`src/sv/assert_macros.svh`:
```
// Assertion helpers; they assume a clock named clock and a reset named reset.
`ifndef ASSERT_MACROS_SVH
`define ASSERT_MACROS_SVH
`ifndef SYNTHESIS
`define PDAL_ASSERT_NOW(lbl, a, c) \
   lbl: assert property (@(posedge clock) disable iff (reset) (a) |-> (c)) \
      else $error("assertion failed");
`define PDAL_ASSERT_NEXT(lbl, a, c) \
   lbl: assert property (@(posedge clock) disable iff (reset) (a) |=> (c)) \
      else $error("assertion failed");
`else
`define PDAL_ASSERT_NOW(lbl, a, c)
`define PDAL_ASSERT_NEXT(lbl, a, c)
`endif
`endif

```
`src/sv/pdal_pkg.sv`:
```
`default_nettype none
package pdal_pkg;

   localparam int LIGHT_W = 36;   // light held as Q20.16
   localparam int X_W     = 20;   // exp argument, Q.16, saturated
   localparam int Y_W     = 17;   // exp result, Q1.16
   localparam int DVD_W   = 60;
   localparam int DSR_W   = 36;
   localparam int EXP_WHOLE_LIMIT = 12;
   localparam int EXP_TERMS       = 12;

   localparam logic [63:0] EXP_NEG_ONE_Q32 = 64'd1580030169;

   localparam logic [23:0] PMAX_RESET  = 24'd65536;
   localparam logic [23:0] BETA_RESET  = 24'd0;
   localparam logic [23:0] SLOPE_RESET = 24'd1048576;
   localparam logic [8:0]  STEPS_RESET = 9'd10;

   typedef logic [32:0] exp_tab_type [EXP_WHOLE_LIMIT];

   // e^-m in Q1.32, built by repeated rounded multiplies
   function automatic exp_tab_type exp_tab_build();
      exp_tab_type t;
      logic [63:0] e;
      e = 64'h1_0000_0000;
      for (int m = 0; m < EXP_WHOLE_LIMIT; m++) begin
         t[m] = e[32:0];
         e = (e * EXP_NEG_ONE_Q32 + 64'h8000_0000) >> 32;
      end
      return t;
   endfunction

   localparam exp_tab_type EXP_INT_TAB = exp_tab_build();

   // ceil(2^36 / k); floor(p*R >> 36) equals p / k for any p below 2^32
   typedef logic [36:0] rcp_tab_type [EXP_TERMS + 1];

   function automatic rcp_tab_type rcp_tab_build();
      rcp_tab_type t;
      t[0] = '0;
      for (int k = 1; k <= EXP_TERMS; k++)
         t[k] = 37'(((64'd1 << 36) + 64'(k) - 64'd1) / 64'(k));
      return t;
   endfunction

   localparam rcp_tab_type RCP_TAB = rcp_tab_build();

   typedef enum logic [1:0] {CSR_PMAX, CSR_BETA, CSR_SLOPE, CSR_STEPS} csr_index_type;

   typedef enum logic [1:0] {DIV_ATT, DIV_GROW, DIV_INHIB, DIV_FINAL} div_sel_type;

   typedef enum logic [2:0] {EXP_IDLE, EXP_MUL, EXP_DIV, EXP_ACC, EXP_FIN} exp_state_type;

   typedef enum logic [4:0] {
      C_IDLE, C_CHECK, C_ATT_DIV, C_ATT_WAIT, C_ATT_EXP, C_ATT_EWAIT,
      C_GROW_DIV, C_GROW_WAIT, C_INHIB_DIV, C_INHIB_WAIT, C_EXP, C_EXP_WAIT,
      C_TERM, C_ACC, C_FIN_DIV, C_FIN_WAIT, C_OUT
   } ctrl_state_type;

   typedef struct packed {
      logic        load;
      logic        div_start;
      div_sel_type div_sel;
      logic        att_x_store;
      logic        att_exp_store;
      logic        grow_store;
      logic        inhib_store;
      logic        exp_att_start;
      logic        exp_pair_start;
      logic        term_store;
      logic        accum;
   } pdal_cmd_type;

   typedef struct packed {
      logic zero_case;
      logic div_done;
      logic expa_done;
      logic pair_done;
      logic last_step;
   } pdal_status_type;

endpackage
`default_nettype wire

```
`src/sv/pdal_ctrl.sv`:
```
`default_nettype none
`include "assert_macros.svh"
module pdal_ctrl import pdal_pkg::*; (
   input  logic            clock,
   input  logic            reset,
   input  logic            start,
   input  pdal_status_type st,
   output pdal_cmd_type    cmd,
   output logic            busy,
   output logic            rsp_strobe
);

   ctrl_state_type state_ff, state_in;

   always_ff @(posedge clock) begin
      if (reset) state_ff <= C_IDLE;
      else       state_ff <= state_in;
   end

   always_comb begin
      state_in = state_ff;
      cmd      = '0;
      cmd.div_sel = DIV_ATT;
      unique case (state_ff)
         C_IDLE: if (start) begin
            cmd.load = 1'b1;
            state_in = C_CHECK;
         end
         C_CHECK:     state_in = st.zero_case ? C_OUT : C_ATT_DIV;
         C_ATT_DIV: begin
            cmd.div_start = 1'b1;
            cmd.div_sel   = DIV_ATT;
            state_in      = C_ATT_WAIT;
         end
         C_ATT_WAIT: if (st.div_done) begin
            cmd.att_x_store = 1'b1;
            state_in        = C_ATT_EXP;
         end
         C_ATT_EXP: begin
            cmd.exp_att_start = 1'b1;
            state_in          = C_ATT_EWAIT;
         end
         C_ATT_EWAIT: if (st.expa_done) begin
            cmd.att_exp_store = 1'b1;
            state_in          = C_GROW_DIV;
         end
         C_GROW_DIV: begin
            cmd.div_start = 1'b1;
            cmd.div_sel   = DIV_GROW;
            state_in      = C_GROW_WAIT;
         end
         C_GROW_WAIT: if (st.div_done) begin
            cmd.grow_store = 1'b1;
            state_in       = C_INHIB_DIV;
         end
         C_INHIB_DIV: begin
            cmd.div_start = 1'b1;
            cmd.div_sel   = DIV_INHIB;
            state_in      = C_INHIB_WAIT;
         end
         C_INHIB_WAIT: if (st.div_done) begin
            cmd.inhib_store = 1'b1;
            state_in        = C_EXP;
         end
         C_EXP: begin
            cmd.exp_pair_start = 1'b1;
            state_in           = C_EXP_WAIT;
         end
         C_EXP_WAIT:  if (st.pair_done) state_in = C_TERM;
         C_TERM: begin
            cmd.term_store = 1'b1;
            state_in       = C_ACC;
         end
         C_ACC: begin
            cmd.accum = 1'b1;
            state_in  = st.last_step ? C_FIN_DIV : C_GROW_DIV;
         end
         C_FIN_DIV: begin
            cmd.div_start = 1'b1;
            cmd.div_sel   = DIV_FINAL;
            state_in      = C_FIN_WAIT;
         end
         C_FIN_WAIT:  if (st.div_done) state_in = C_OUT;
         C_OUT:       state_in = C_IDLE;
         default:     state_in = C_IDLE;
      endcase
   end

   assign busy       = (state_ff != C_IDLE);
   assign rsp_strobe = (state_ff == C_OUT);

   `PDAL_ASSERT_NEXT(a_accept_busy, start && !busy, state_ff == C_CHECK)
   `PDAL_ASSERT_NEXT(a_strobe_idle, rsp_strobe, !busy && !rsp_strobe)
   `PDAL_ASSERT_NEXT(a_div_restart, cmd.div_start, !st.div_done)
   `PDAL_ASSERT_NOW(a_term_ready, cmd.term_store, st.pair_done)

endmodule
`default_nettype wire

```
`config.mk`:
```
export PLATFORM = sky130hd
export DESIGN_NAME = pdal_ctrl
export DESIGN_NICKNAME = d
export VERILOG_FILES = /design/src/sv/pdal_pkg.sv /design/src/sv/pdal_ctrl.sv
export VERILOG_INCLUDE_DIRS = /design/src /design/src/sv
export SDC_FILE = /design/constraint.sdc
export NUM_CORES = 1
export LEC_CHECK = 0
export BUFFER_PORTS_ARGS = -buffer_cell sky130_fd_sc_hd__buf_4
export CAP_MARGIN = 20
export CORE_AREA = 2 2 39 41
export DETAILED_ROUTE_END_ITERATION = 8
export DIE_AREA = 0 0 41 43
export GPL_ROUTABILITY_DRIVEN = 1
export SETUP_SLACK_MARGIN = 0.02
export SYNTH_ARGS = -nofsm -noshare
export SYNTH_HDL_FRONTEND = slang
export SYNTH_SLANG_ARGS = --single-unit
```
`constraint.sdc`:
```
create_clock -name clock -period 1.9 [get_ports clock]
set_clock_uncertainty 0.15 [all_clocks]
set_input_delay 0.19 -clock clock [delete_from_list [all_inputs] [get_ports clock]]
set_output_delay 0.19 -clock clock [all_outputs]
set_load 0.03 [all_outputs]
```
==> results of run 1 <==
-- layout by cell type, fill, tap and decap left out, drive strengths merged --
| master | synthesis | final |
|---|---|---|
| a21oi | 2 | 2 |
| a31oi | 2 | 2 |
| buf | 4 | 29 |
| clkbuf | 1 | 4 |
| dfxtp | 5 | 5 |
| dlygate4sd3 | 0 | 1 |
| inv | 3 | 3 |
| mux2i | 1 | 1 |
| nand2 | 2 | 2 |
| nand2b | 4 | 4 |
| nand3 | 2 | 2 |
| nand3b | 1 | 1 |
| nand4 | 1 | 1 |
| nor2 | 13 | 13 |
| nor2b | 3 | 3 |
| nor3 | 3 | 3 |
| nor3b | 4 | 4 |
| nor4 | 1 | 1 |
| nor4b | 2 | 2 |
| o211ai | 1 | 1 |
| o21ai | 5 | 5 |
| o31ai | 1 | 1 |
| o41ai | 1 | 1 |
| or2 | 1 | 1 |
| or2b | 1 | 1 |
| or3 | 5 | 5 |
| xnor2 | 1 | 1 |
-- layout make-up --
class	count	area (um^2)	share of cell area, %
clock buffers	4	26.28	3.376
inverters	3	11.26	1.447
multi-input cells	57	384.1	49.36
flip-flops and latches	5	105.1	13.50
well taps	16	20.02	2.572
repair buffers	30	231.5	29.74
-- metrics by stage --
stage	setup slack (ns)	instance area [um^2]	cells	util (%)	hold WS (ns)
floorplan	0.05609	496.7	70	-	0.1091
global placement	0.2057	690.7	108	49.91	0.2535
detailed placement	0.1821	690.7	108	49.91	0.2561
CTS	-0.02567	733.2	112	52.98	0.003404
global route	-0.05258	778.2	115	56.24	0.1468
finish	-0.02075	778.2	115	56.24	0.1427
-- cell families after synthesis --
kind of cell,after synthesis
buf+inv,8
compound gates,12
mux,1
xor+xnor,1
simple gates,43
flops,5
-- per-layer routing --
metal / up-vias / part of all wire [%] / global-route usage [%]
li1: 305 / - / -
met1: 271 / 44 / 23.15
met2: 13 / 51 / 26.88
met3: 2 / 4.1 / 4.712
met4: 0 / 0.63 / 4.000
met5: - / 0 / 0
-- critical path, cell delays in order, from the launching register on --
cell	delay, ns
dfxtp_4	0.35
or3_4	0.39
or3_4	0.37
nor2_4	0.09
buf_6	0.13
-- final timing paths --
| check | depth (start not counted) | slack [ns] | to |
|---|---|---|---|
| max | 4 | -0.02 | cmd[11] |
| min reg2reg | 1 | 0.33 | state_ff[1]$_SDFFE_PP0P_ |
| min | 3 | 0.14 | state_ff[0]$_SDFFE_PP0P_ |
| max reg2reg | 6 | 0.09 | state_ff[3]$_SDFFE_PP0P_ |
-- power groups by stage --
stage	Clock, W	Combinational, W	Sequential [W]
2_1_floorplan	0	0.000113	0.000119
3_3_place_gp	0	0.000157	0.000125
3_5_place_dp	0	0.000157	0.000125
4_1_cts	0.000129	0.000168	0.000124
5_1_grt	0.000136	0.000201	0.000125
6_report	0.000125	0.000188	0.000123
-- timing repair --
action                                  4_1_cts  5_1_grt
resized for setup                             5        5
hold buffers                                  0        1
hold endpoints to repair                      0        1
gates cloned                                  0        0
endpoints found under the setup margin        2        5
setup buffers                                 0        2
==> flow_summary.json, run 1 <==
{
  "cp-startpoint": "state_ff[1]$_SDFFE_PP0P_",
  "synth_top_area_share_pct": 20.78,
  "synth_seq_cells": 5,
  "layout-drive-gt1-share_pct": 45.45,
  "final_net_count": 108,
  "yosysMostFrequentCell": "nor2_1",
  "die_h_um": 43,
  "antenna_found_initial": 0,
  "wl_per_cell_um": 12.49,
  "timing.final.crit_period_ns": 1.921,
  "synth_ff_type": "dfxtp_1",
  "numCtsBuffers": 3,
  "place_congestion": 0.7707,
  "syn_nets": 78,
  "yosysSeqAreaShare_pct": 20.78,
  "drv_slew": 0,
  "die_area_um2": 1763,
  "power_switching_w": 0.0001546,
  "synth-compound-area-share_pct": 16.62,
  "p_seq_share_pct": 28.2,
  "synthAdderAreaFrac_pct": 0,
  "start_util_pct": 34.81,
  "grt_pass1_vias": 474,
  "ant_nets": 0,
  "synth_area_leaders": "dfxtp_1, nor2_1, nor3b_1",
  "cts.sinks": 5,
  "tightest_slew_ns": 0.4132,
  "power.leakage_nw": 0.3282,
  "core_um2": 1384,
  "avgSynthCellArea_um2": 6.882,
  "drv_cap": 0,
  "p_int_w": 0.0002823,
  "htree_levels": 1,
  "overflow": 0,
  "rsz0062_at_grt": "true",
  "cts_root_buf": "clkbuf_4",
  "via_count": 591,
  "hold_path_startpoint": "start",
  "synth.largest_area_cell": "dfxtp_1",
  "synth_edf_count": 0,
  "p_sw_share_pct": 35.39,
  "largest_register": "state_ff",
  "yosysUniqueCellTypes": 30,
  "die_w_um": 41,
  "clk_path_buf_depth": 2,
  "fill_cells": 130,
  "vias_per_cell": 5.139,
  "area_delta_synth_final_pct": 61.56,
  "finalCritPeriodShare_pct": 101.1,
  "violations": "negative setup slack",
  "timing.final.ws_setup_ns": -0.02075,
  "firstDrtPassIters": 4,
  "reg_top3": "state_ff: 5 flops",
  "cp.arrival_ns": 1.58,
  "cp_max_fo": 5,
  "synth_top_family_by_area": "simple AND/OR/NAND/NOR gates",
  "ioPinCount": 22,
  "outcome": "finished, violations left",
  "wl_um": 1436,
  "grt_max_degree": 10,
  "postSynthCellCount": 70,
  "muxShareOfSynthArea_pct": 2.078,
  "grt_pass1_wl_um": 2125,
  "clock_power_share_pct": 28.7,
  "setup_viol": 1,
  "port_buffers": 21,
  "row_count": 14,
  "slew_headroom_pct": 72.29,
  "antenna_cells": 0,
  "min_path_type": "in2reg",
  "setup_tns_ns": -0.02075,
  "largest_reg_flops": 5,
  "vdd_drop_max_mv": 0.3620,
  "timing_worst_setup_path_type": "reg2out",
  "syn_area_um2": 481.7,
  "postSynth.asyncResetShare_pct": 0,
  "grt_use_total_pct": 17.37,
  "end_kind": "output port",
  "hold_violations": 0,
  "synth-xor-area-share_pct": 1.818,
  "fmax_ghz": 0.5206,
  "crit_path_start_kind": "flip-flop",
  "hpwl_um": 1123,
  "r2r_start": "state_ff[1]$_SDFFE_PP0P_",
  "drc_errors": 0,
  "clk_pin_slew_ns": 0.05,
  "yosysWarnings": 0,
  "p_per_area_nw_per_um2": 561.5,
  "total_power_w": 0.0004370,
  "cp_data_required_time_ns": 1.56,
  "cts_tree": "built",
  "ys_top_cells_by_count": "nor2_1, dfxtp_1",
  "drtIter0Drc": 6,
  "power.share.combinational_pct": 43.1,
  "insertion_delay_ns": 0.24,
  "synthSimpleGateAreaFrac_pct": 50.39
}
(Power assumes the default switching activity.)
==> run 2, diff against run 1 <==
--- a/constraint.sdc
+++ b/constraint.sdc
@@ -3,3 +3,3 @@
 set_input_delay 0.19 -clock clock [delete_from_list [all_inputs] [get_ports clock]]
 set_output_delay 0.19 -clock clock [all_outputs]
-set_load 0.03 [all_outputs]
+set_load 0.005 [all_outputs]
==> run 2 against run 1 <==
  * The run now ends clean
  * Register-to-register slack gained 0.02 ns
  * Sequential power about the same
  * Setup slack better by 0.062 ns
  * Via count grew 0.17%
  * Global-route usage up 0.20 points
  * Clock power grew 3%
  * Critical path type unchanged
==> flow_summary.json, run 2 (same netlist as run 1, synthesis figures left out) <==
{
  "drtIter0Drc": 10,
  "r2r_start": "state_ff[1]$_SDFFE_PP0P_",
  "crit_path_start_kind": "flip-flop",
  "timing_worst_setup_path_type": "reg2out",
  "die_h_um": 43,
  "end_kind": "output port",
  "insertion_delay_ns": 0.25,
  "cts_tree": "built",
  "fin_area_um2": 750.7,
  "drv_cap": 0,
  "slowest_delay_ns": 0.36,
  "finalCritPeriodShare_pct": 97.84,
  "hold_ws_ns": 0.1298,
  "antenna_found_initial": 0,
  "path_cells": "or3_4, or3_4, nor2_2, buf_4",
  "crit_end": "cmd[11]",
  "slew_headroom_pct": 74.84,
  "grt_use_total_pct": 17.57,
  "fmax_ghz": 0.5380,
  "die_area_um2": 1763,
  "numCtsBuffers": 3,
  "timing.final.crit_period_ns": 1.859,
  "grt_max_degree": 10,
  "setup_viol": 0,
  "layout_common_cells": "buf_4, nor2_1, nand2b_1, nor3b_1, o21ai_0",
  "ant_nets": 0,
  "worst_r2r_path_depth": 6,
  "cp_max_fo": 4,
  "r2r_setup_slack_ns": 0.11,
  "power.leakage_nw": 0.3281,
  "hold_violations": 0,
  "critical_path_buf_inv_count": 1,
  "antenna_cells": 0,
  "hold_path_startpoint": "st[2]",
  "multi_input_area_um2": 356.6,
  "cp-startpoint": "state_ff[2]$_SDFFE_PP0P_",
  "rsz0062_at_grt": "true",
  "grt_pass1_wl_um": 2111,
  "hpwl_um": 1013,
  "port_buffers": 21,
  "drc_errors": 0,
  "vdd_drop_max_mv": 0.3523,
  "tightest_slew_ns": 0.3752,
  "cts.sinks": 5,
  "die_w_um": 41,
  "whs_path_depth": 4,
  "row_count": 14,
  "worst-path-stages": 4,
  "timing.rr.end": "state_ff[1]$_SDFFE_PP0P_",
  "outcome": "finished clean",
  "via_count": 592,
  "vias_per_cell": 5.148,
  "p_seq_share_pct": 30.3,
  "final_cells": 115,
  "overflow": 0,
  "core_um2": 1384,
  "crit_family": "simple AND/OR/NAND/NOR gates",
  "power_switching_w": 0.0001267,
  "clock_power_share_pct": 32.0,
  "fill_cells": 139,
  "cp_data_required_time_ns": 1.56,
  "start_util_pct": 34.81,
  "seqCellArea_um2": 108.9,
  "placedCellCount": 107,
  "final_net_count": 108,
  "layout-drive-gt1-share_pct": 42.42,
  "cp.arrival_ns": 1.52,
  "drv_slew": 0,
  "p_sw_share_pct": 31.45,
  "wl_per_cell_um": 11.75,
  "power.share.combinational_pct": 37.7,
  "largest_register": "state_ff",
  "firstDrtPassIters": 3,
  "htree_levels": 1,
  "cts_root_buf": "clkbuf_4",
  "area_delta_synth_final_pct": 55.84,
  "p_per_area_nw_per_um2": 536.8,
  "ioPinCount": 22,
  "setup_tns_ns": 0,
  "clk_path_buf_depth": 2,
  "crit_path_frequent_cell": "or3_4",
  "min_path_type": "in2reg",
  "p_int_w": 0.0002762,
  "placed_area_um2": 668.1,
  "largest_reg_flops": 5,
  "grt_pass1_vias": 522,
  "total_power_w": 0.0004030,
  "clk_pin_slew_ns": 0.05,
  "reg_top3": "state_ff: 5 flops",
  "place_congestion": 0.8143,
  "wl_um": 1351,
  "layout_commonest_cell": "buf_4",
  "crit_slowest_cell": "or3_4"
}
[run 2: timing repair]
item,CTS,global route
endpoints found under the hold margin,2,0
pin swaps,1,1
gates resized for setup,6,2
endpoints found under the setup margin,2,4
buffers inserted,3,0
hold buffers,1,0
[run 2: how the worst min path moves through the flow]
stage,end,slack (ns)
final,state_ff[0]$_SDFFE_PP0P_,0.13
after global routing,state_ff[0]$_SDFFE_PP0P_,0.13
after CTS,state_ff[0]$_SDFFE_PP0P_,0.13
after detailed placement,state_ff[2]$_SDFFE_PP0P_,0.24
after global placement,state_ff[2]$_SDFFE_PP0P_,0.24
after floorplan,state_ff[0]$_SDFFE_PP0P_,0.11
[run 2: layout make-up]
type                    count  area share [%]
multi-input cells          57           47.50
repair buffers             30           30.33
flip-flops and latches      5           14.50
clock buffers               4           3.500
inverters                   3           1.500
well taps                  16           2.667
[run 2: tightest hold or removal path, delay by kind of cell]
family / cells / cell delay, ns
AOI/OAI and AO/OA: 1 / 0.07
and+or+nand+nor: 2 / 0.15
buffers and inverters: 1 / 0.08
[run 2: through the flow]
stage,utilization (%),setup WS (ns)
2_1_floorplan,-,0.2521
3_3_place_gp,48.28,0.04709
3_5_place_dp,48.28,0.1456
4_1_cts,53.62,-0.003417
5_1_grt,54.25,0.004633
6_report,54.25,0.04109
[run 2: layer usage]
layer	track usage [%]	routed length (um)	vias up
li1	-	-	308
met1	19.29	574	261
met2	28.13	675	18
met3	5.236	69	5
met4	10.00	32	0
met5	0	0	-
[run 2: power groups by stage]
stage          clock network [W]  logic [W]  registers [W]
2_1_floorplan                  0  0.0000841       0.000119
5_1_grt                 0.000143   0.000166       0.000122
3_3_place_gp                   0   0.000126       0.000126
3_5_place_dp                   0   0.000126       0.000127
4_1_cts                 0.000135   0.000150       0.000121
6_report                0.000129   0.000152       0.000122
==> run 3, diff against run 2 <==
ABC_AREA = 1   (was default)
PLACE_DENSITY = 0.7   (was default)
==> run 3 against run 2 <==
  * Final area grew 0.17%
  * Highest routed layer unchanged
  * Register-to-register slack gained 0.17 ns
  * Critical endpoint is now cmd[10]
  * Wire length grew 8.7%
  * First-iteration DRC count grew 50%
  * Area after synthesis grew 14%
  * Largest power group unchanged
==> flow_summary.json, run 3 <==
{
  "outcome": "finished clean",
  "vdd_drop_max_mv": 0.8764,
  "largest_reg_flops": 5,
  "worst_r2r_path_depth": 7,
  "end_kind": "output port",
  "htree_levels": 1,
  "timing.rr.end": "state_ff[3]$_SDFFE_PP0P_",
  "grt_pass1_wl_um": 2449,
  "cp_max_fo": 8,
  "clk_path_buf_depth": 2,
  "layout_common_cells": "buf_4, nor2_1, nand2_1",
  "layout_commonest_cell": "buf_4",
  "drv_cap": 0,
  "die_w_um": 41,
  "critical_path_buf_inv_count": 2,
  "cp_data_required_time_ns": 1.56,
  "crit_family": "simple AND/OR/NAND/NOR gates",
  "reg_top3": "state_ff: 5 flops",
  "use_met2_pct": 32.81,
  "syn_nets": 99,
  "core_um2": 1384,
  "power.leakage_nw": 0.3765,
  "timing.final.crit_period_ns": 1.797,
  "wl_per_cell_um": 11.13,
  "hpwl_um": 1160,
  "synth_area_leaders": "dfxtp_1, nor2_1, nor2_2",
  "port_buffers": 21,
  "r2r_setup_slack_ns": 0.28,
  "numCtsBuffers": 3,
  "setup_tns_ns": 0,
  "slew_headroom_pct": 80.06,
  "drv_slew": 0,
  "wl_um": 1469,
  "clk_pin_slew_ns": 0.05,
  "die_h_um": 43,
  "whs_path_depth": 5,
  "yosysMostFrequentCell": "nor2_1",
  "synth_seq_cells": 5,
  "antenna_found_initial": 0,
  "rsz0062_at_grt": "false",
  "grt_use_total_pct": 20.66,
  "vias_per_cell": 4.955,
  "slowest_delay_ns": 0.39,
  "tightest_slew_ns": 0.2980,
  "path_cells": "or2_1, nor2_1, inv_2, o21ai_1, buf_4",
  "finalCritPeriodShare_pct": 94.56,
  "start_util_pct": 39.69,
  "post_cts_buffers": 0,
  "row_count": 14,
  "cts_root_buf": "clkbuf_4",
  "r2r_start": "state_ff[4]$_SDFFE_PP0P_",
  "place_congestion": 0.9380,
  "antenna_cells": 0,
  "crit_slowest_cell": "dfxtp_1",
  "final_net_count": 125,
  "final_cells": 132,
  "largest_register": "state_ff",
  "grt_max_degree": 9,
  "postSynthCellCount": 91,
  "hold_path_startpoint": "st[0]",
  "ys_top_cells_by_count": "nor2_1, nand2_1, inv_1, nor2_2, nand2_2",
  "postSynth.asyncResetShare_pct": 0,
  "syn_area_um2": 549.3,
  "crit_path_start_kind": "flip-flop",
  "synth_ff_type": "dfxtp_1",
  "timing_worst_setup_path_type": "reg2out",
  "p_per_area_nw_per_um2": 1306,
  "hold_violations": 0,
  "yosysSeqAreaShare_pct": 18.22,
  "layout-drive-gt1-share_pct": 42.24,
  "cp.arrival_ns": 1.46,
  "synth_edf_count": 0,
  "top_usage_layer": "met2",
  "use_met3_pct": 7.853,
  "overflow": 0,
  "holdPathEnd": "state_ff[3]$_SDFFE_PP0P_",
  "use_met1_pct": 24.68,
  "drc_errors": 0,
  "cts.sinks": 5,
  "ioPinCount": 22,
  "fmax_ghz": 0.5566,
  "area_delta_synth_final_pct": 36.90,
  "insertion_delay_ns": 0.25,
  "via_count": 654,
  "min_path_type": "in2reg",
  "synth.largest_area_cell": "dfxtp_1",
  "yosysWarnings": 0,
  "setup_viol": 0,
  "yosysUniqueCellTypes": 23,
  "drtIter0Drc": 15,
  "placedCellCount": 127,
  "ant_nets": 0,
  "grt_pass1_vias": 596,
  "firstDrtPassIters": 4,
  "synth_top_area_share_pct": 18.22,
  "cts_tree": "built",
  "die_area_um2": 1763,
  "avgSynthCellArea_um2": 6.036
}
## run 3: changes by cell type in the layout (fill, tap and decap cells not counted), sizes merged, moves of 5 or more
cell	previous run	this run
buf	29	21
inv	3	13
nand2	2	20
nor2	13	26
or3	5	0
## run 3: cell families (layout without fill, tap and decap cells)
logic type             Yosys count  count (layout)  share of synthesized area, %
AO/OA/AOI/OAI                    7               7                         7.062
buffers and inverters           14              39                         10.93
flip-flops                       5               5                         18.22
AND/OR/NAND/NOR                 65              65                         63.78
## run 3: final cells by class
type / count / area, um^2
Clock buffer: 4 / 26.28
Fill cell: 135 / 631.9
Inverter: 13 / 48.80
Multi-Input combinational cell: 72 / 389.1
Sequential cell: 5 / 100.1
Tap cell: 16 / 20.02
Timing Repair Buffer: 22 / 167.7
## run 3: per-stage QoR
| stage | setup WS (ns) | utilization [%] | total power [W] | hold WS, ns | cell area [um^2] |
|---|---|---|---|---|---|
| after global routing | 0.03861 | 54.34 | 0.001081 | 0.1940 | 752.0 |
| after global placement | 0.3752 | 51.72 | 0.0008427 | 0.2202 | 715.7 |
| after floorplan | 0.5615 | - | 0.0006506 | 0.1091 | 549.3 |
| final | 0.1033 | 54.34 | 0.0009818 | 0.1684 | 752.0 |
| after detailed placement | 0.3302 | 51.72 | 0.0008456 | 0.2177 | 715.7 |
| after CTS | 0.1244 | 54.34 | 0.0009827 | 0.1727 | 752.0 |
## run 3: report_power, final
part           internal (W)  switching, W  total, W
Combinational      0.000255      0.000388  0.000644
Clock             0.0000797     0.0000473  0.000127
Sequential         0.000143     0.0000678  0.000211
Total              0.000478      0.000504  0.000982
## run 3: how the worst max path moves through the flow
stage | start | to | slack (ns) | depth (start not counted)
2_1_floorplan | state_ff[4]$_SDFFE_PP0P_ | state_ff[3]$_SDFFE_PP0P_ | 0.56 | 8
5_1_grt | state_ff[4]$_SDFFE_PP0P_ | cmd[10] | 0.04 | 5
6_report | state_ff[4]$_SDFFE_PP0P_ | cmd[10] | 0.10 | 5
3_5_place_dp | state_ff[4]$_SDFFE_PP0P_ | state_ff[3]$_SDFFE_PP0P_ | 0.33 | 7
3_3_place_gp | state_ff[4]$_SDFFE_PP0P_ | state_ff[3]$_SDFFE_PP0P_ | 0.38 | 7
4_1_cts | state_ff[4]$_SDFFE_PP0P_ | cmd[10] | 0.12 | 5
## run 3: timing repair
action | CTS | global route
resized for setup | 0 | 0
setup endpoints to repair | 0 | 0
hold buffers | 1 | 0
hold endpoints to repair | 1 | 0
## run 3: tightest hold or removal path: cells and delay by family
| kind | cells | cell delay [ns] |
|---|---|---|
| buffers and inverters | 1 | 0.07 |
| AND/OR/NAND/NOR | 3 | 0.21 |
| AO/OA/AOI/OAI | 1 | 0.05 |
## run 3: per-layer routing
metal  share of wire [%]  vias to the layer above
met5                   0                        -
met3                 8.3                        2
met1                  43                      276
met4                 1.0                        0
met2                  47                       30
li1                    -                      346
